===== config.mk =====
export PLATFORM = sky130hd
export DESIGN_NAME = teach_replay_mode_controller_top
export DESIGN_NICKNAME = d
export VERILOG_FILES = /design/src/sv/trmc_pkg.sv /design/src/sv/teach_replay_mode_controller_top.sv /design/src/sv/trmc_clamp.sv /design/src/sv/trmc_ctrl.sv
export SDC_FILE = /design/constraint.sdc
export NUM_CORES = 1
export LEC_CHECK = 0
export BUFFER_PORTS_ARGS = -buffer_cell sky130_fd_sc_hd__buf_2
export CAP_MARGIN = 20
export CORE_MARGIN = 1
export CORE_UTILIZATION = 50
export DETAILED_ROUTE_END_ITERATION = 10
export MAX_ROUTING_LAYER = met4
export PLACE_DENSITY = 0.7
export SLEW_MARGIN = 10
export SYNTH_ARGS = -nofsm -noshare
export SYNTH_HDL_FRONTEND = slang
export SYNTH_HIERARCHICAL = 1
export SYNTH_SLANG_ARGS = --single-unit

===== constraint.sdc =====
create_clock -name clk_i -period 11.8 [get_ports clk_i]
set_input_delay 1.18 -clock clk_i [delete_from_list [all_inputs] [get_ports clk_i]]
set_output_delay 1.18 -clock clk_i [all_outputs]
set_load 0.1 [all_outputs]

===== src/sv/trmc_pkg.sv =====
// Shared types, codes and helper functions of the teach/replay mode controller.
package trmc_pkg;

  localparam int unsigned TimeoutW = 20;
  localparam int unsigned AngleW   = 16;
  localparam int unsigned ServoW   = 8;
  localparam int unsigned CountW   = 32;
  localparam int unsigned CfgIdxW  = 2;
  localparam int unsigned CfgDataW = 20;

  localparam logic [TimeoutW-1:0] TimeoutReset  = TimeoutW'(3000);
  localparam logic [AngleW-1:0]   ServoMinReset = AngleW'(0);
  localparam logic [AngleW-1:0]   ServoMaxReset = AngleW'(180);

  localparam logic [CfgIdxW-1:0] CFG_TIMEOUT   = 2'd0;
  localparam logic [CfgIdxW-1:0] CFG_SERVO_MIN = 2'd1;
  localparam logic [CfgIdxW-1:0] CFG_SERVO_MAX = 2'd2;

  localparam logic [1:0] MODE_CODE_IDLE   = 2'd0;
  localparam logic [1:0] MODE_CODE_TEACH  = 2'd1;
  localparam logic [1:0] MODE_CODE_REPLAY = 2'd2;

  typedef enum logic [2:0] {
    ACT_MOVE  = 3'd0,
    ACT_TICK  = 3'd1,
    ACT_START = 3'd2,
    ACT_STOP  = 3'd3,
    ACT_TEACH = 3'd4,
    ACT_DONE  = 3'd5
  } action_e;

  typedef enum logic [2:0] {
    MODE_IDLE   = 3'b001,
    MODE_TEACH  = 3'b010,
    MODE_REPLAY = 3'b100
  } mode_e;

  typedef enum logic [1:0] {
    ST_DONE    = 2'd0,
    ST_BUSY    = 2'd1,
    ST_IGNORED = 2'd2
  } status_e;

  typedef struct packed {
    logic [2:0]               action;
    logic [ServoW-1:0]        srv_sel;
    logic signed [AngleW-1:0] delta;
    logic [AngleW-1:0]        current_angle;
  } item_t;

  typedef struct packed {
    logic [TimeoutW-1:0] idle_limit;
    logic [AngleW-1:0]   servo_min;
    logic [AngleW-1:0]   servo_max;
  } cfg_t;

  typedef struct packed {
    logic [CountW-1:0] move_total;
    logic              notify;
    logic              rec_clear;
    logic              play_stop;
    logic              play_start;
    logic [CountW-1:0] move_delay_ms;
    logic [AngleW-1:0] move_angle;
    logic [ServoW-1:0] move_srv;
    logic              move_valid;
    logic [1:0]        status;
    logic [1:0]        mode;
  } result_t;

  function automatic logic [1:0] mode_code(mode_e m);
    logic [1:0] code;
    unique case (m)
      MODE_IDLE:   code = MODE_CODE_IDLE;
      MODE_TEACH:  code = MODE_CODE_TEACH;
      MODE_REPLAY: code = MODE_CODE_REPLAY;
      default:     code = MODE_CODE_IDLE;
    endcase
    return code;
  endfunction

endpackage


===== src/sv/teach_replay_mode_controller_top.sv =====
// Top level of the teach/replay mode controller: ports, configuration and beat registers.
// Each input beat gives exactly one result beat. A beat is taken into an input register,
// resolved combinationally against the mode state and placed in a result register when
// the result register is free or being taken; one beat per cycle is sustained as long as
// the result side keeps taking beats. The limit is the update of the mode, timer and
// counter state, which each beat reads and writes.
module teach_replay_mode_controller_top
  import trmc_pkg::*;
(
  input  logic                clk_i,
  input  logic                rst_ni,
  input  logic                s_axis_tvalid,
  output logic                s_axis_tready,
  input  logic [39:0]         s_axis_tdata,  // srv_sel, delta, current_angle
  input  logic [2:0]          s_axis_tuser,  // action
  output logic                m_axis_tvalid,
  input  logic                m_axis_tready,
  // mode, status, move_valid, move_srv, move_angle, move_delay_ms, play_start,
  // play_stop, rec_clear, notify, move_total, zero fill
  output logic [103:0]        m_axis_tdata,
  input  logic                cfg_valid_i,
  output logic                cfg_ready_o,
  input  logic [CfgIdxW-1:0]  cfg_index_i,
  input  logic [CfgDataW-1:0] cfg_data_i
);

  cfg_t    cfg_q;
  logic    in_valid_q;
  item_t   item_q;
  logic    out_valid_q;
  result_t res_q;
  result_t res_d;
  logic    advance;

  assign cfg_ready_o = 1'b1;

  always_ff @(posedge clk_i or negedge rst_ni) begin
    if (!rst_ni) begin
      cfg_q.idle_limit <= TimeoutReset;
      cfg_q.servo_min  <= ServoMinReset;
      cfg_q.servo_max  <= ServoMaxReset;
    end else if (cfg_valid_i) begin
      unique case (cfg_index_i)
        CFG_TIMEOUT:   cfg_q.idle_limit <= cfg_data_i[TimeoutW-1:0];
        CFG_SERVO_MIN: cfg_q.servo_min  <= cfg_data_i[AngleW-1:0];
        CFG_SERVO_MAX: cfg_q.servo_max  <= cfg_data_i[AngleW-1:0];
        default: begin
        end
      endcase
    end
  end

  assign advance       = in_valid_q && (!out_valid_q || m_axis_tready);
  assign s_axis_tready = !in_valid_q || advance;

  always_ff @(posedge clk_i or negedge rst_ni) begin
    if (!rst_ni) begin
      in_valid_q <= 1'b0;
    end else if (s_axis_tready) begin
      in_valid_q <= s_axis_tvalid;
    end
  end

  always_ff @(posedge clk_i) begin
    if (s_axis_tvalid && s_axis_tready) begin
      item_q.action        <= s_axis_tuser;
      item_q.srv_sel       <= s_axis_tdata[7:0];
      item_q.delta         <= s_axis_tdata[23:8];
      item_q.current_angle <= s_axis_tdata[39:24];
    end
  end

  trmc_ctrl u_ctrl (
    .clk_i     (clk_i),
    .rst_ni    (rst_ni),
    .advance_i (advance),
    .item_i    (item_q),
    .cfg_i     (cfg_q),
    .res_o     (res_d)
  );

  always_ff @(posedge clk_i or negedge rst_ni) begin
    if (!rst_ni) begin
      out_valid_q <= 1'b0;
    end else if (advance) begin
      out_valid_q <= 1'b1;
    end else if (m_axis_tready) begin
      out_valid_q <= 1'b0;
    end
  end

  always_ff @(posedge clk_i) begin
    if (advance) begin
      res_q <= res_d;
    end
  end

  assign m_axis_tvalid = out_valid_q;
  assign m_axis_tdata  = {7'b0, res_q};

`ifndef SYNTH
  a_move_in_teach: assert property (@(posedge clk_i) disable iff (!rst_ni)
    out_valid_q && res_q.move_valid |-> res_q.mode == MODE_CODE_TEACH)
    else $error("move result outside teach mode");

  a_busy_in_replay: assert property (@(posedge clk_i) disable iff (!rst_ni)
    out_valid_q && res_q.status == ST_BUSY |-> res_q.mode == MODE_CODE_REPLAY)
    else $error("busy status outside replay mode");

  a_start_in_replay: assert property (@(posedge clk_i) disable iff (!rst_ni)
    out_valid_q && res_q.play_start |-> res_q.mode == MODE_CODE_REPLAY && res_q.notify)
    else $error("start pulse without replay mode and notify");

  a_count_step: assert property (@(posedge clk_i) disable iff (!rst_ni)
    advance && res_d.move_valid |=>
      res_q.move_total == $past(u_ctrl.count_q) + CountW'(1))
    else $error("move counter did not step by one");
`endif

endmodule


===== src/sv/trmc_clamp.sv =====
// Angle clamp: current angle plus signed delta, limited to the servo range.
module trmc_clamp
  import trmc_pkg::*;
(
  input  logic [AngleW-1:0]        angle_i,
  input  logic signed [AngleW-1:0] delta_i,
  input  logic [AngleW-1:0]        min_i,
  input  logic [AngleW-1:0]        max_i,
  output logic [AngleW-1:0]        angle_o
);

  logic signed [AngleW+1:0] sum;
  logic signed [AngleW+1:0] lo;
  logic signed [AngleW+1:0] hi;
  logic signed [AngleW+1:0] raised;

  assign sum = $signed({2'b00, angle_i}) + (AngleW+2)'(delta_i);
  assign lo  = $signed({2'b00, min_i});
  assign hi  = $signed({2'b00, max_i});

  assign raised  = (sum < lo) ? lo : sum;
  assign angle_o = (raised > hi) ? max_i : raised[AngleW-1:0];

endmodule


===== src/sv/trmc_ctrl.sv =====
// Mode state machine, timers and move counter with the result of one item.
module trmc_ctrl
  import trmc_pkg::*;
(
  input  logic    clk_i,
  input  logic    rst_ni,
  input  logic    advance_i,
  input  item_t   item_i,
  input  cfg_t    cfg_i,
  output result_t res_o
);

  mode_e               mode_q, mode_d;
  logic                armed_q, armed_d;
  logic [TimeoutW-1:0] left_q, left_d;
  logic [TimeoutW-1:0] left_dec;
  logic [CountW-1:0]   since_q, since_d;
  logic [CountW-1:0]   count_q, count_d;
  logic [AngleW-1:0]   clamped;

  trmc_clamp u_clamp (
    .angle_i (item_i.current_angle),
    .delta_i (item_i.delta),
    .min_i   (cfg_i.servo_min),
    .max_i   (cfg_i.servo_max),
    .angle_o (clamped)
  );

  assign left_dec = (left_q != '0) ? left_q - TimeoutW'(1) : left_q;

  always_comb begin
    mode_d  = mode_q;
    armed_d = armed_q;
    left_d  = left_q;
    since_d = since_q;
    count_d = count_q;
    res_o   = '0;
    res_o.status = ST_DONE;
    unique case (action_e'(item_i.action))
      ACT_MOVE: begin
        if (mode_q == MODE_REPLAY) begin
          res_o.status = ST_IGNORED;
        end else begin
          mode_d = MODE_TEACH;
          res_o.move_valid    = 1'b1;
          res_o.move_srv      = item_i.srv_sel;
          res_o.move_angle    = clamped;
          res_o.move_delay_ms = (mode_q == MODE_IDLE) ? '0 : since_q;
          since_d = '0;
          count_d = count_q + CountW'(1);
          armed_d = 1'b1;
          left_d  = cfg_i.idle_limit;
          res_o.notify = 1'b1;
        end
      end
      ACT_TICK: begin
        since_d = since_q + CountW'(1);
        if (armed_q) begin
          left_d = left_dec;
          if (left_dec == '0) begin
            armed_d = 1'b0;
            if (mode_q == MODE_TEACH) begin
              mode_d = MODE_REPLAY;
              res_o.play_start = 1'b1;
              res_o.notify     = 1'b1;
            end
          end
        end
      end
      ACT_START: begin
        if (mode_q == MODE_REPLAY) begin
          res_o.status = ST_BUSY;
        end else begin
          mode_d  = MODE_REPLAY;
          armed_d = 1'b0;
          left_d  = '0;
          res_o.play_start = 1'b1;
          res_o.notify     = 1'b1;
        end
      end
      ACT_STOP: begin
        mode_d  = MODE_IDLE;
        armed_d = 1'b0;
        left_d  = '0;
        res_o.play_stop = 1'b1;
        res_o.notify    = 1'b1;
      end
      ACT_TEACH: begin
        mode_d  = MODE_TEACH;
        since_d = '0;
        armed_d = 1'b1;
        left_d  = cfg_i.idle_limit;
        res_o.rec_clear = 1'b1;
        res_o.notify    = 1'b1;
      end
      ACT_DONE: begin
        mode_d = MODE_IDLE;
      end
      default: begin
      end
    endcase
    res_o.mode       = mode_code(mode_d);
    res_o.move_total = count_d;
  end

  always_ff @(posedge clk_i or negedge rst_ni) begin
    if (!rst_ni) begin
      mode_q  <= MODE_IDLE;
      armed_q <= 1'b0;
      left_q  <= '0;
      since_q <= '0;
      count_q <= '0;
    end else if (advance_i) begin
      mode_q  <= mode_d;
      armed_q <= armed_d;
      left_q  <= left_d;
      since_q <= since_d;
      count_q <= count_d;
    end
  end

endmodule

-- Word-level counts from Yosys, hierarchy flattened
Cells that the tools add are included.
- add/subtract/negate cells: 4
- multiplexer cells: 37
- equal/unequal tests: 15
- reductions and logical operators: 24
- $lt $le $gt $ge: 2
- bitwise logic cells: 1
- operator list (operator ; number):
    $pmux W20 S5 ; 1
    $mux W32 ; 3
    $pmux W32 S3 ; 1
    $mux W20 ; 4
    $add A32 B1 Y32 const B ; 2
    $logic_not A20 Y1 ; 1
    $reduce_bool A20 Y1 ; 1
    $sub A20 B1 Y20 const B ; 1
    $add A17 B16 Y18 ; 1
    $gt A18 B17 Y1 ; 1
    $lt A18 B17 Y1 ; 1
    $mux W18 ; 1
    $mux W16 ; 1
    $mux W3 ; 5
    $pmux W3 S5 ; 1
    $mux W1 ; 14
    $eq A3 B2 Y1 const B ; 4
    $eq A3 B3 Y1 const B ; 4
    $pmux W2 S2 ; 2
    $reduce_or A2 Y1 ; 4
    $eq A3 B1 Y1 const B ; 2
    $reduce_and A2 Y1 ; 3
    $pmux W1 S5 ; 1
    $reduce_and A5 Y1 ; 1
    19 further kinds ; 23
- output and inout port bits: 107
- word-level logic and storage cells: 108
- input bits: 70
- register bits: 282

-- Longest topological paths before layout
Gate-level depths: netlist of run 1.
- depth in word-level cells: 8
- depth in mapped cells: 31
- gate-level depth less buffers: 28

-- By module
The synthesis of run 1 kept the hierarchy.
- by module, submodules not included (module ; cells an instance ; area each (um2) ; seq. area each (um2) ; times used):
    teach_replay_mode_controller_top ; 269 ; 6367.4 ; 5569.1 ; 1
    trmc_ctrl ; 714 ; 5959.5 ; 2203.4 ; 1
    trmc_clamp ; 268 ; 2129.5 ; 0.0 ; 1

-- Worst setup path after synthesis of run 1
Ideal clock, no wire load.
- path type: register -> register
- start: register item_q[0] in the netlist's numbering
- end: register res_q (netlist bit m_axis_tdata[19]), data pin
- arrival time: 5.635 ns
- setup slack: 5.909 ns
- cell stages (with the launch flop): 29
- clock period less this slack: 5.891 ns
- data required time: 11.545 ns
- setup time: 0.255 ns
- path buffers: 3
- cells stage by stage: edfxtp_1 -> ha_1 -> fa_1 -> a21o_1 -> nand4_1 -> a21oi_2 -> nor4b_1 -> nor2_1 -> xor2_1 -> ha_1 -> nand4_1 -> nor2_1 -> o2111ai_1 -> a211oi_1 -> nor3_1 -> ha_1 -> buf_4 -> buf_6 -> mux2_2 -> ha_1 -> a21o_1 -> a21o_1 -> a221oi_1 -> o31ai_1 -> o21ai_0 -> o41ai_4 -> buf_6 -> mux2_4 -> and3_1
- word-level cells in the longest chain between the ends: 5
- ends and longest elaborated chain (item ; line ; RTL):
    start: declaration ; teach_replay_mode_controller_top.sv:29 ; item_t item_q;
    $add A17 B16 Y18 (*) ; trmc_clamp.sv:17 ; assign sum = $signed({2'b00, angle_i}) + (AngleW+2)'(delta_i);
    $lt A18 B17 Y1 ; trmc_clamp.sv:21 ; assign raised = (sum < lo) ? lo : sum;
    $mux W18 (*) ; trmc_clamp.sv:21 ;
    $gt A18 B17 Y1 ; trmc_clamp.sv:22 ; assign angle_o = (raised > hi) ? max_i : raised[AngleW-1:0];
    $mux W16 (*) ; trmc_clamp.sv:22 ;
    named net u_ctrl.clamped[6] ; trmc_ctrl.sv:19 ; logic [AngleW-1:0] clamped;
    end signal: assignment ; teach_replay_mode_controller_top.sv:94 ; res_q <= res_d;
    end: declaration ; teach_replay_mode_controller_top.sv:31 ; result_t res_q;
The timed path passes the listed nets; every way through them passes the cells marked *.
A chain may end at the register's enable or synchronous reset.

-- Worst setup path in the final report of run 1
- start: register item_q[0] in the netlist's numbering
- end: register res_q (netlist bit m_axis_tdata[22]), data pin
The elaborated chain is that of the path after synthesis.

==> results of run 1 <==
flip-flops by register name, summed over array words and instances (netlist names):
register / flops
u_ctrl/count_q: 32
m_axis_tdata: 97
item_q: 43
u_ctrl/armed_q: 1
u_ctrl/mode_q: 3
m_axis_tvalid: 1
u_ctrl/since_q: 32
cfg_q: 52
u_ctrl/left_q: 20
in_valid_q: 1
critical path, delay by kind of cell, from the launching register on:
family / cells / cell delay [ns]
adders and majority gates: 5 / 2.12
buffers and inverters: 1 / 0.27
muxes: 2 / 0.73
DFF: 1 / 0.37
and+or+nand+nor: 7 / 1.05
AOI/OAI and AO/OA: 10 / 1.91
xor gates and xnor gates: 1 / 0.16
worst paths after layout:
path | to | from | slack [ns] | cells after the start
max in group asynchronous | u_ctrl/count_q[6]$_DFFE_PN0P_ | rst_ni | 9.78 | 2
hold / removal | u_ctrl/count_q[31]$_DFFE_PN0P_ | u_ctrl/count_q[31]$_DFFE_PN0P_ | 0.50 | 1
setup / recovery | m_axis_tdata[22]$_DFFE_PP_ | item_q[0]$_DFFE_PP_ | 4.92 | 26
hold reg to reg | u_ctrl/count_q[31]$_DFFE_PN0P_ | u_ctrl/count_q[31]$_DFFE_PN0P_ | 0.50 | 1
setup reg to reg | m_axis_tdata[22]$_DFFE_PP_ | item_q[0]$_DFFE_PP_ | 4.92 | 26
min in group asynchronous | cfg_q[48]$_DFFE_PN0P_ | rst_ni | 0.64 | 1
cell families after synthesis:
group | after synthesis
simple gates | 437
fa+ha+maj | 53
buf+inv | 107
flops | 282
mux | 85
xor+xnor | 105
other cells | 2
compound gates | 180
per-layer routing:
layer	GRT usage	vias up
li1	-	4788
met1	0.301	4711
met2	0.323	241
met3	0.0272	54
met4	0.0546	0
met5	-	-
placed cells by master, fill, tap and decap left out, types with 42 or more instances in the layout:
cell type,netlist,routed
ha_1,52,52
inv_1,48,48
nor2_1,93,93
buf_2,4,168
o21ai_0,49,49
mux2_2,69,69
nand3_1,51,51
nand2_1,76,76
a21oi_1,54,54
dfrtp_1,130,130
xor2_1,51,51
xnor2_1,54,54
edfxtp_1,140,140
and3_1,42,42
power by group:
group / total, mW / internal (mW) / switching [mW]
clock network: 1.01 / 0.624 / 0.385
logic: 0.846 / 0.305 / 0.541
registers: 1.25 / 1.15 / 0.0960
total: 3.10 / 2.08 / 1.02
cell type report:
| class | instances | area (sq um) | share of cell area |
|---|---|---|---|
| Sequential cell | 282 | 7770 | 0.467 |
| Multi-Input combinational cell | 868 | 6200 | 0.373 |
| Timing Repair Buffer | 176 | 925 | 0.0556 |
| Clock buffer | 34 | 807 | 0.0485 |
| Tap cell | 378 | 473 | 0.0284 |
| Clock inverter | 22 | 279 | 0.0168 |
| Inverter | 48 | 180 | 0.0108 |
==> out/metrics.cfg, run 1 <==
[grt]
grt_overflow=0
grt_max_degree=84
grt_pass1_vias=9364
antenna_found_initial=0
grtUsageTotal=0.212
grt_first_pass_wirelength_microns=48300

[sta]
setup_viol=0
final.min_clock_period_ns=6.88
worst_slack_ns=4.92
finalHoldViolations=0
finalClockSkew_ns=0.00943
fmax_mhz=145
tightest_slew_ns=1.03
maxSlewViolCount=0
tns_ns=0
timing.final.crit_share=0.583
rsz0062_at_grt=no
relSlewSlack=0.310
fin_hold_ws_ns=0.500

[placement]
dpl_cell_area_sq_um=15500
post-place-ws_ns=4.94
port_buffers=168
place_inst=1751
hpwl_microns=21100
gp_congestion=0.884

[synth]
synth-simple-area-share=0.167
syn_area_per_cell_sq_um=11.6
synthAdderAreaFrac=0.0464
ys_top_cells_by_count=edfxtp_1 (140), dfrtp_1 (130), nor2_1 (93), nand2_1 (76), mux2_2 (69)
synth.area.mux_share=0.0680
async_flop_share=0.504
synth.most_common_cell=edfxtp_1
syn-cell-area_sq_um=14500
synthTopCellsByArea=edfxtp_1 (29%), dfrtp_1 (23%), mux2_2 (5.4%)
synth_top_family_by_area=simple AND/OR/NAND/NOR gates
synth_edf_count=140
ys_seq_area_frac=0.538
synth_compound_area_frac=0.0814
ys_types=85
yosysTopAreaCell=edfxtp_1
ys.flop_type=edfxtp_1
synthCells=1251
yosysWarnings=6
post-synth-top-area-fraction=0.291
ys_seq_elements=282
synth_xor_area_frac=0.0636

[drt]
dr.pass1.iters=5
dr_wl_met3_microns=1370
drt-vias-per-instance=5.42
dr_wl_met2_microns=13500
wl_met1_microns=14500
drc_errors=0
drt_iter0_drc=673
top_layer=met4
ant_nets=0
vias=9794
wire_per_inst_microns=16.6
routed_wl_microns=30000

[cts]
cts_buffers=30
cts-root-buf=clkbuf_16
clk_pin_slew_ns=0.06
clock_sinks=282
postCtsResizedCells=0
cts_tree=yes
clk_path_buf_depth=3
postCtsSetupBuffers=0
clock_latency_ns=0.55
h-tree-depth=1
holdBufCountCts=0

[die]
die_w_microns=172
core_area_sq_um=28100
rows=61
io_pins=177
dieHeight_microns=172
die_area_sq_um=29600
start_util=0.515

[layout]
antenna_cells=0
final_nets=1529
area_growth_pct=15.1
fin_util=0.592
postLayoutCellArea_sq_um=16600
fillers=2370
drive_above_1_share=0.250
stdcell_count=1808

[power]
power_mw=3.10
p_leak_nw=7.27
powerDensity_nw_per_um2=186
vdd_drop_max_mv=0.131

[worst_hold_path]
worstHoldPathType=reg2reg

[setup_path]
cp_slowest_cell=ha_1
crit_path_frequent_cell=ha_1
crit_path_end_kind=flip-flop
startpoint_type=flip-flop
cp_data_required_time_ns=12.10
cpPeakStageDelay_ns=0.90
arrival_ns=7.18
setup.worst_path.class=reg2reg
path_max_fanout=24

[run_status]
outcome=finished, final reports clean

[flow_run]
drv_cap=0

Note: power is estimated with default switching activity, not from simulation.
==> run 2: changes to the inputs <==
--- a/config.mk
+++ b/config.mk
@@ -5,6 +5,7 @@
 export SDC_FILE = /design/constraint.sdc
 export NUM_CORES = 1
 export LEC_CHECK = 0
+export ABC_AREA = 1
 export BUFFER_PORTS_ARGS = -buffer_cell sky130_fd_sc_hd__buf_2
 export CAP_MARGIN = 20
 export CORE_MARGIN = 1
==> constraint.sdc (replaced) <==
create_clock -name clk_i -period 6.5 [get_ports clk_i]
set_input_delay 0.65 -clock clk_i [delete_from_list [all_inputs] [get_ports clk_i]]
set_output_delay 0.65 -clock clk_i [all_outputs]
set_load 0.1 [all_outputs]
==> out/metrics.cfg, run 2 <==
[cts]
h-tree-depth=1  ; unchanged
cts-root-buf=clkbuf_16
clk_pin_slew_ns=0.06  ; about the same
clk_path_buf_depth=3  ; unchanged
clock_latency_ns=0.57  ; +0.02 ns
cts_buffers=30  ; unchanged
clock_sinks=282  ; unchanged
cts_tree=yes

[layout]
area_growth_pct=14.0
fillers=2609  ; +10%
multiInputGateArea_sq_um=6080  ; -1.8%
final_common_cell=nand2_1
final_nets=1955  ; +28%
ff_latch_area_sq_um=7770  ; unchanged
drive_above_1_share=0.157  ; -0.0929
layout_common_cells=nand2_1 (450), inv_1 (168), buf_2 (167)
largest_register_ffs=97  ; unchanged
stdcell_count=2240  ; +24%

[power]
vdd_drop_max_mv=0.233  ; +78%
powerDensity_nw_per_um2=338  ; +82%
p_leak_nw=7.72  ; +6.1%

[synth]
synthCells=1686  ; +35%
synthTopCellsByArea=edfxtp_1 (28%), dfrtp_1 (22%), nand2_1 (11%)
syn_area_per_cell_sq_um=8.81  ; -24%
synth.most_common_cell=nand2_1
ys_seq_area_frac=0.523  ; -0.0143
yosysWarnings=6  ; unchanged
async_flop_share=0.504  ; unchanged
ys_types=51  ; -40%
syn-cell-area_sq_um=14900  ; +2.7%
ys_top_cells_by_count=nand2_1 (450), inv_1 (170), edfxtp_1 (140), dfrtp_1 (130), nor2_1 (128)
synth_edf_count=140  ; unchanged
post-synth-top-area-fraction=0.283  ; -0.00774
ys.flop_type=edfxtp_1
yosysTopAreaCell=edfxtp_1
ys_seq_elements=282  ; unchanged

[placement]
port_buffers=168  ; unchanged
place_inst=2183  ; +25%
hpwl_microns=25200  ; +19%
post-place-ws_ns=0.461  ; -4.48 ns
gp_congestion=0.935  ; +5.8%

[setup_path]
cp_slowest_cell=o21ai_0
crit-reg2reg-launch=item_q[1]$_DFFE_PP_
cp_num_buf_inv=3  ; +2
setup.worst_path.class=reg2reg
crit_path_end_kind=flip-flop
crit_start=item_q[1]$_DFFE_PP_
crit_path_frequent_cell=nand2_1
arrival_ns=6.31  ; -0.87 ns
path_max_fanout=17  ; -29%
cpPeakStageDelay_ns=0.61  ; -0.29 ns
startpoint_type=flip-flop
cp_data_required_time_ns=6.81  ; -5.29 ns
cpLargestDelayFamily=simple AND/OR/NAND/NOR gates

[drt]
routed_wl_microns=34800  ; +16%
drt_iter0_drc=1083  ; +61%
ant_nets=0  ; unchanged
vias=11900  ; +21%
drt-vias-per-instance=5.31  ; -2.1%
wire_per_inst_microns=15.5  ; -6.2%
dr.pass1.iters=5  ; unchanged
drc_errors=0  ; unchanged

[die]
die_w_microns=174  ; +1.3%
core_area_sq_um=28900  ; +3.0%
dieHeight_microns=174  ; +1.3%
start_util=0.513  ; -0.00143
io_pins=177  ; unchanged
die_area_sq_um=30400  ; +2.7%
rows=62  ; +1.6%

[grt]
grt_first_pass_wirelength_microns=56100  ; +16%
grtUsageTotal=0.236  ; +0.0239
grt_overflow=0  ; unchanged
grt_max_degree=102  ; +21%
grt_pass1_vias=11100  ; +19%
antenna_found_initial=1  ; +1

[sta]
relSlewSlack=0.281  ; -0.0290
maxSlewViolCount=0  ; unchanged
tns_ns=0  ; unchanged
final.min_clock_period_ns=6.00  ; -0.879 ns
setup_viol=0  ; unchanged
timing.final.crit_share=0.924  ; +0.340
rsz0062_at_grt=no
worst_slack_ns=0.497  ; -4.42 ns
finalHoldViolations=0  ; unchanged
tightest_slew_ns=1.08  ; +0.0416 ns
finalClockSkew_ns=0.00905  ; -0.000384 ns
fmax_mhz=167  ; +15%

[worst_hold_path]
worstHoldPathType=in2async

[run_status]
outcome=finished, final reports clean

[flow_run]
drv_cap=0  ; unchanged

## run 2: cell types whose count changed after synthesis, sizes merged, moves of 40 or more
cell and change:
nand4 +40, xnor2 -50, mux2 -79, and3 -44, nand3 +67, nand2 +384
nor2 +51, inv +129
## run 2: layout make-up
cell class                      instances  share of cell area
Antenna cell                            1            0.000148
Clock buffer                           38              0.0481
Clock inverter                         17              0.0117
Inverter                              179              0.0405
Multi-Input combinational cell       1164               0.359
Sequential cell                       282               0.459
Tap cell                              384              0.0284
Timing Repair Buffer                  174              0.0527
Timing Repair inverter                  1            0.000296
## run 2: routing by layer
| metal | global-route usage | vias up | routed length, microns |
|---|---|---|---|
| met5 | - | - | 0 |
| met4 | 0.0614 | 0 | 777 |
| met3 | 0.0252 | 52 | 1880 |
| met2 | 0.372 | 354 | 16100 |
| met1 | 0.326 | 5556 | 16100 |
| li1 | - | 5923 | - |
## run 2: kinds of logic after synthesis
logic type	after synthesis	share of synthesized area
and+or+nand+nor	862	0.262
DFF	282	0.523
buffers and inverters	246	0.0704
AOI/OAI and AO/OA	201	0.0751
adders and majority gates	53	0.0452
xor gates and xnor gates	40	0.0236
other	2	0.000506
## run 2: worst register-to-register path, delay by kind of cell, from the launching register on
family,cells,cell delay [ns]
AOI/OAI and AO/OA,3,1.12
DFF,1,0.43
buffers and inverters,3,0.58
adders and majority gates,4,1.41
and+or+nand+nor,21,2.18
## run 2: repair_timing
action / in CTS / in global routing
buffers inserted: 0 / 0
gates resized for setup: 0 / 3
setup endpoints to repair: 0 / 16
hold buffers: 0 / 0
## run 2: through the flow
step | power, mW | cell area (sq um) | hold WS (ns) | util
global route | 6.03 | 16900 | 0.140 | 0.585
CTS | 5.77 | 16900 | 0.122 | 0.585
detailed placement | 4.03 | 15900 | 0.458 | 0.550
finish | 5.73 | 16900 | 0.0975 | 0.585
floorplan | 3.66 | 14900 | 0.354 | -
global placement | 4.00 | 15900 | 0.456 | 0.550
## run 2: path summary, 6_finish.rpt
check                                           endpoint  slack [ns]  cells after the start
min in group clk_i                  item_q[34]$_DFFE_PP_        0.25                      1
setup reg to reg              m_axis_tdata[19]$_DFFE_PP_        0.50                     31
max in group asynchronous          cfg_q[26]$_DFFE_PN0P_        5.03                      2
hold / removal             u_ctrl/count_q[8]$_DFFE_PN0P_         0.1                      1
hold reg to reg                    cfg_q[43]$_DFFE_PN1P_        0.46                      2
setup / recovery              m_axis_tdata[19]$_DFFE_PP_        0.50                     31
## run 2: power by group
part / internal (mW) / switching [mW]
Combinational: 0.418 / 1.30
Clock: 1.01 / 0.718
Sequential: 2.13 / 0.151
==> run 3: changes to the inputs <==
--- a/config.mk
+++ b/config.mk
@@ -8,11 +8,13 @@
 export ABC_AREA = 1
 export BUFFER_PORTS_ARGS = -buffer_cell sky130_fd_sc_hd__buf_2
 export CAP_MARGIN = 20
+export CELL_PAD_IN_SITES_DETAIL_PLACEMENT = 0
+export CELL_PAD_IN_SITES_GLOBAL_PLACEMENT = 1
 export CORE_MARGIN = 1
-export CORE_UTILIZATION = 50
+export CORE_UTILIZATION = 45
 export DETAILED_ROUTE_END_ITERATION = 10
 export MAX_ROUTING_LAYER = met4
-export PLACE_DENSITY = 0.7
+export PLACE_DENSITY_LB_ADDON = 0.1
 export SLEW_MARGIN = 10
 export SYNTH_ARGS = -nofsm -noshare
 export SYNTH_HDL_FRONTEND = slang
==> out/metrics.cfg, run 3 (synthesized netlist as in run 2, its figures left out) <==
[run_status]
outcome=finished, final reports clean

[sta]
timing.final.crit_share=0.904  ; -0.0197
finalClockSkew_ns=0.0133  ; +0.00428 ns
rsz0062_at_grt=no
setup_viol=0  ; unchanged
relSlewSlack=0.319  ; +0.0384
maxSlewViolCount=0  ; unchanged
finalHoldViolations=0  ; unchanged
tightest_slew_ns=1.02  ; -0.0546 ns
tns_ns=0  ; unchanged
final.min_clock_period_ns=5.88  ; -0.128 ns
fmax_mhz=170  ; +2.2%

[drt]
drt-vias-per-instance=5.11  ; -3.7%
dr.pass1.iters=5  ; unchanged
drc_errors=0  ; unchanged
vias=11800  ; -0.82%
ant_nets=0  ; unchanged
drt_iter0_drc=793  ; -27%
routed_wl_microns=36900  ; +6.1%
wire_per_inst_microns=16.0  ; +3.0%

[layout]
largest_register_ffs=97  ; unchanged
drive_above_1_share=0.154  ; -0.00344
area_growth_pct=14.6
final_nets=1961  ; +0.31%
final_common_cell=nand2_1
antenna_cells=0  ; -1
layout_common_cells=nand2_1 (450), inv_1 (169), buf_2 (167)

[power]
p_clk_frac=0.303  ; about the same
internal_power_mw=3.54  ; -0.41%
vdd_drop_max_mv=0.234  ; +0.33%
powerDensity_nw_per_um2=337  ; -0.29%
comb_power_share=0.299  ; -0.002
power_mw=5.74  ; +0.20%
switching_share=0.383  ; +0.00378
seq_power_share=0.398  ; about the same
p_leak_nw=7.74  ; +0.28%
p_sw_mw=2.20  ; +1.2%

[die]
die_w_microns=184  ; +5.3%
rows=66  ; +6.5%
dieHeight_microns=184  ; +5.3%
die_area_sq_um=33700  ; +11%
io_pins=177  ; unchanged
core_area_sq_um=32500  ; +12%
start_util=0.456  ; -0.0568

[cts]
clock_latency_ns=0.52  ; -0.05 ns
clock_sinks=282  ; unchanged
h-tree-depth=2  ; +1
cts-root-buf=clkbuf_16
cts_buffers=34  ; +13%
clk_pin_slew_ns=0.06  ; about the same
clk_path_buf_depth=3  ; unchanged
cts_tree=yes

[setup_path]
cp_slowest_cell=fa_1
cpPeakStageDelay_ns=0.42  ; -0.19 ns
arrival_ns=6.13  ; -0.18 ns
startpoint_type=flip-flop
path_max_fanout=19  ; +2
crit_path_frequent_cell=nand2_1
crit_path_end_kind=flip-flop
cp_data_required_time_ns=6.76  ; -0.05 ns
setup.worst_path.class=reg2reg

[worst_hold_path]
worstHoldPathType=in2async

[grt]
grt_first_pass_wirelength_microns=59700  ; +6.4%
grt_overflow=0  ; unchanged
grtUsageTotal=0.231  ; -0.00523
grt_max_degree=97  ; -4.9%
antenna_found_initial=0  ; -1
grt_pass1_vias=11300  ; +1.3%

[placement]
hpwl_microns=26400  ; +4.8%
port_buffers=168  ; unchanged
gp_congestion=0.868  ; -7.2%

[flow_run]
drv_cap=0  ; unchanged

[run 3: changes by cell type in the layout (fill, tap and decap cells not counted), moves of 3 or more]
cell	before	now
clkbuf_16	30	35
bufinv_16	3	0
clkbuf_8	3	0
clkinv_1	4	10
clkinvlp_4	3	0
clkbuf_1	4	11
[run 3: worst paths after layout]
kind	from	end	slack, ns	depth (start not counted)
hold reg to reg	cfg_q[40]$_DFFE_PN1P_	cfg_q[40]$_DFFE_PN1P_	0.46	2
hold / removal	rst_ni	u_ctrl/since_q[16]$_DFFE_PN0P_	0.22	1
min in group clk_i	s_axis_tdata[5]	item_q[37]$_DFFE_PP_	0.30	1
max in group asynchronous	rst_ni	cfg_q[22]$_DFFE_PN0P_	5.00	2
setup reg to reg	item_q[0]$_DFFE_PP_	m_axis_tdata[19]$_DFFE_PP_	0.62	39
setup / recovery	item_q[0]$_DFFE_PP_	m_axis_tdata[19]$_DFFE_PP_	0.62	39
[run 3: area by class of cell]
type                    instances  area, sq um
clock inverters                16         96.3
inverters                     179          682
fillers                      3149        15500
well taps                     442          553
flip-flops and latches        282         7770
repair buffers                177          922
clock buffers                  46          917
multi-input cells            1164         6080
[run 3: metal layers]
metal / routed length, microns / track usage
met1: 17600 / 0.315
met2: 17000 / 0.364
met4: 758 / 0.0577
met3: 1550 / 0.0295
met5: 0 / -
[run 3: critical path, delay by kind of cell, from the launching register on]
family / cells / cell delay [ns]
AOI/OAI and AO/OA: 3 / 0.42
DFF: 1 / 0.38
and+or+nand+nor: 26 / 2.34
xor gates and xnor gates: 1 / 0.20
buffers and inverters: 4 / 0.65
adders and majority gates: 5 / 1.61
[run 3: through the flow]
stage	instances	util	worst slack [ns]	instance area, sq um	hold slack (ns)
2_1_floorplan	1692	-	1.21	14900	0.354
3_3_place_gp	2243	0.491	0.904	16000	0.455
3_5_place_dp	2243	0.491	0.634	16000	0.457
4_1_cts	2305	0.523	0.609	17000	0.257
5_1_grt	2306	0.523	0.00528	17000	0.282
6_report	2306	0.523	0.625	17000	0.218
[run 3: power by group through the flow]
| stage | clock network (mW) | logic (mW) | registers (mW) |
|---|---|---|---|
| final | 1.74 | 1.72 | 2.28 |
| after global routing | 1.86 | 1.91 | 2.31 |
| after CTS | 1.79 | 1.73 | 2.28 |
| after detailed placement | 0 | 1.72 | 2.32 |
| after global placement | 0 | 1.71 | 2.31 |
| after floorplan | 0 | 0.910 | 2.75 |
[run 3: timing repair]
| item | 4_1_cts | 5_1_grt |
|---|---|---|
| resized for setup | 0 | 1 |
| setup buffers | 0 | 0 |
| hold buffers | 0 | 0 |
| endpoints found under the setup margin | 0 | 16 |
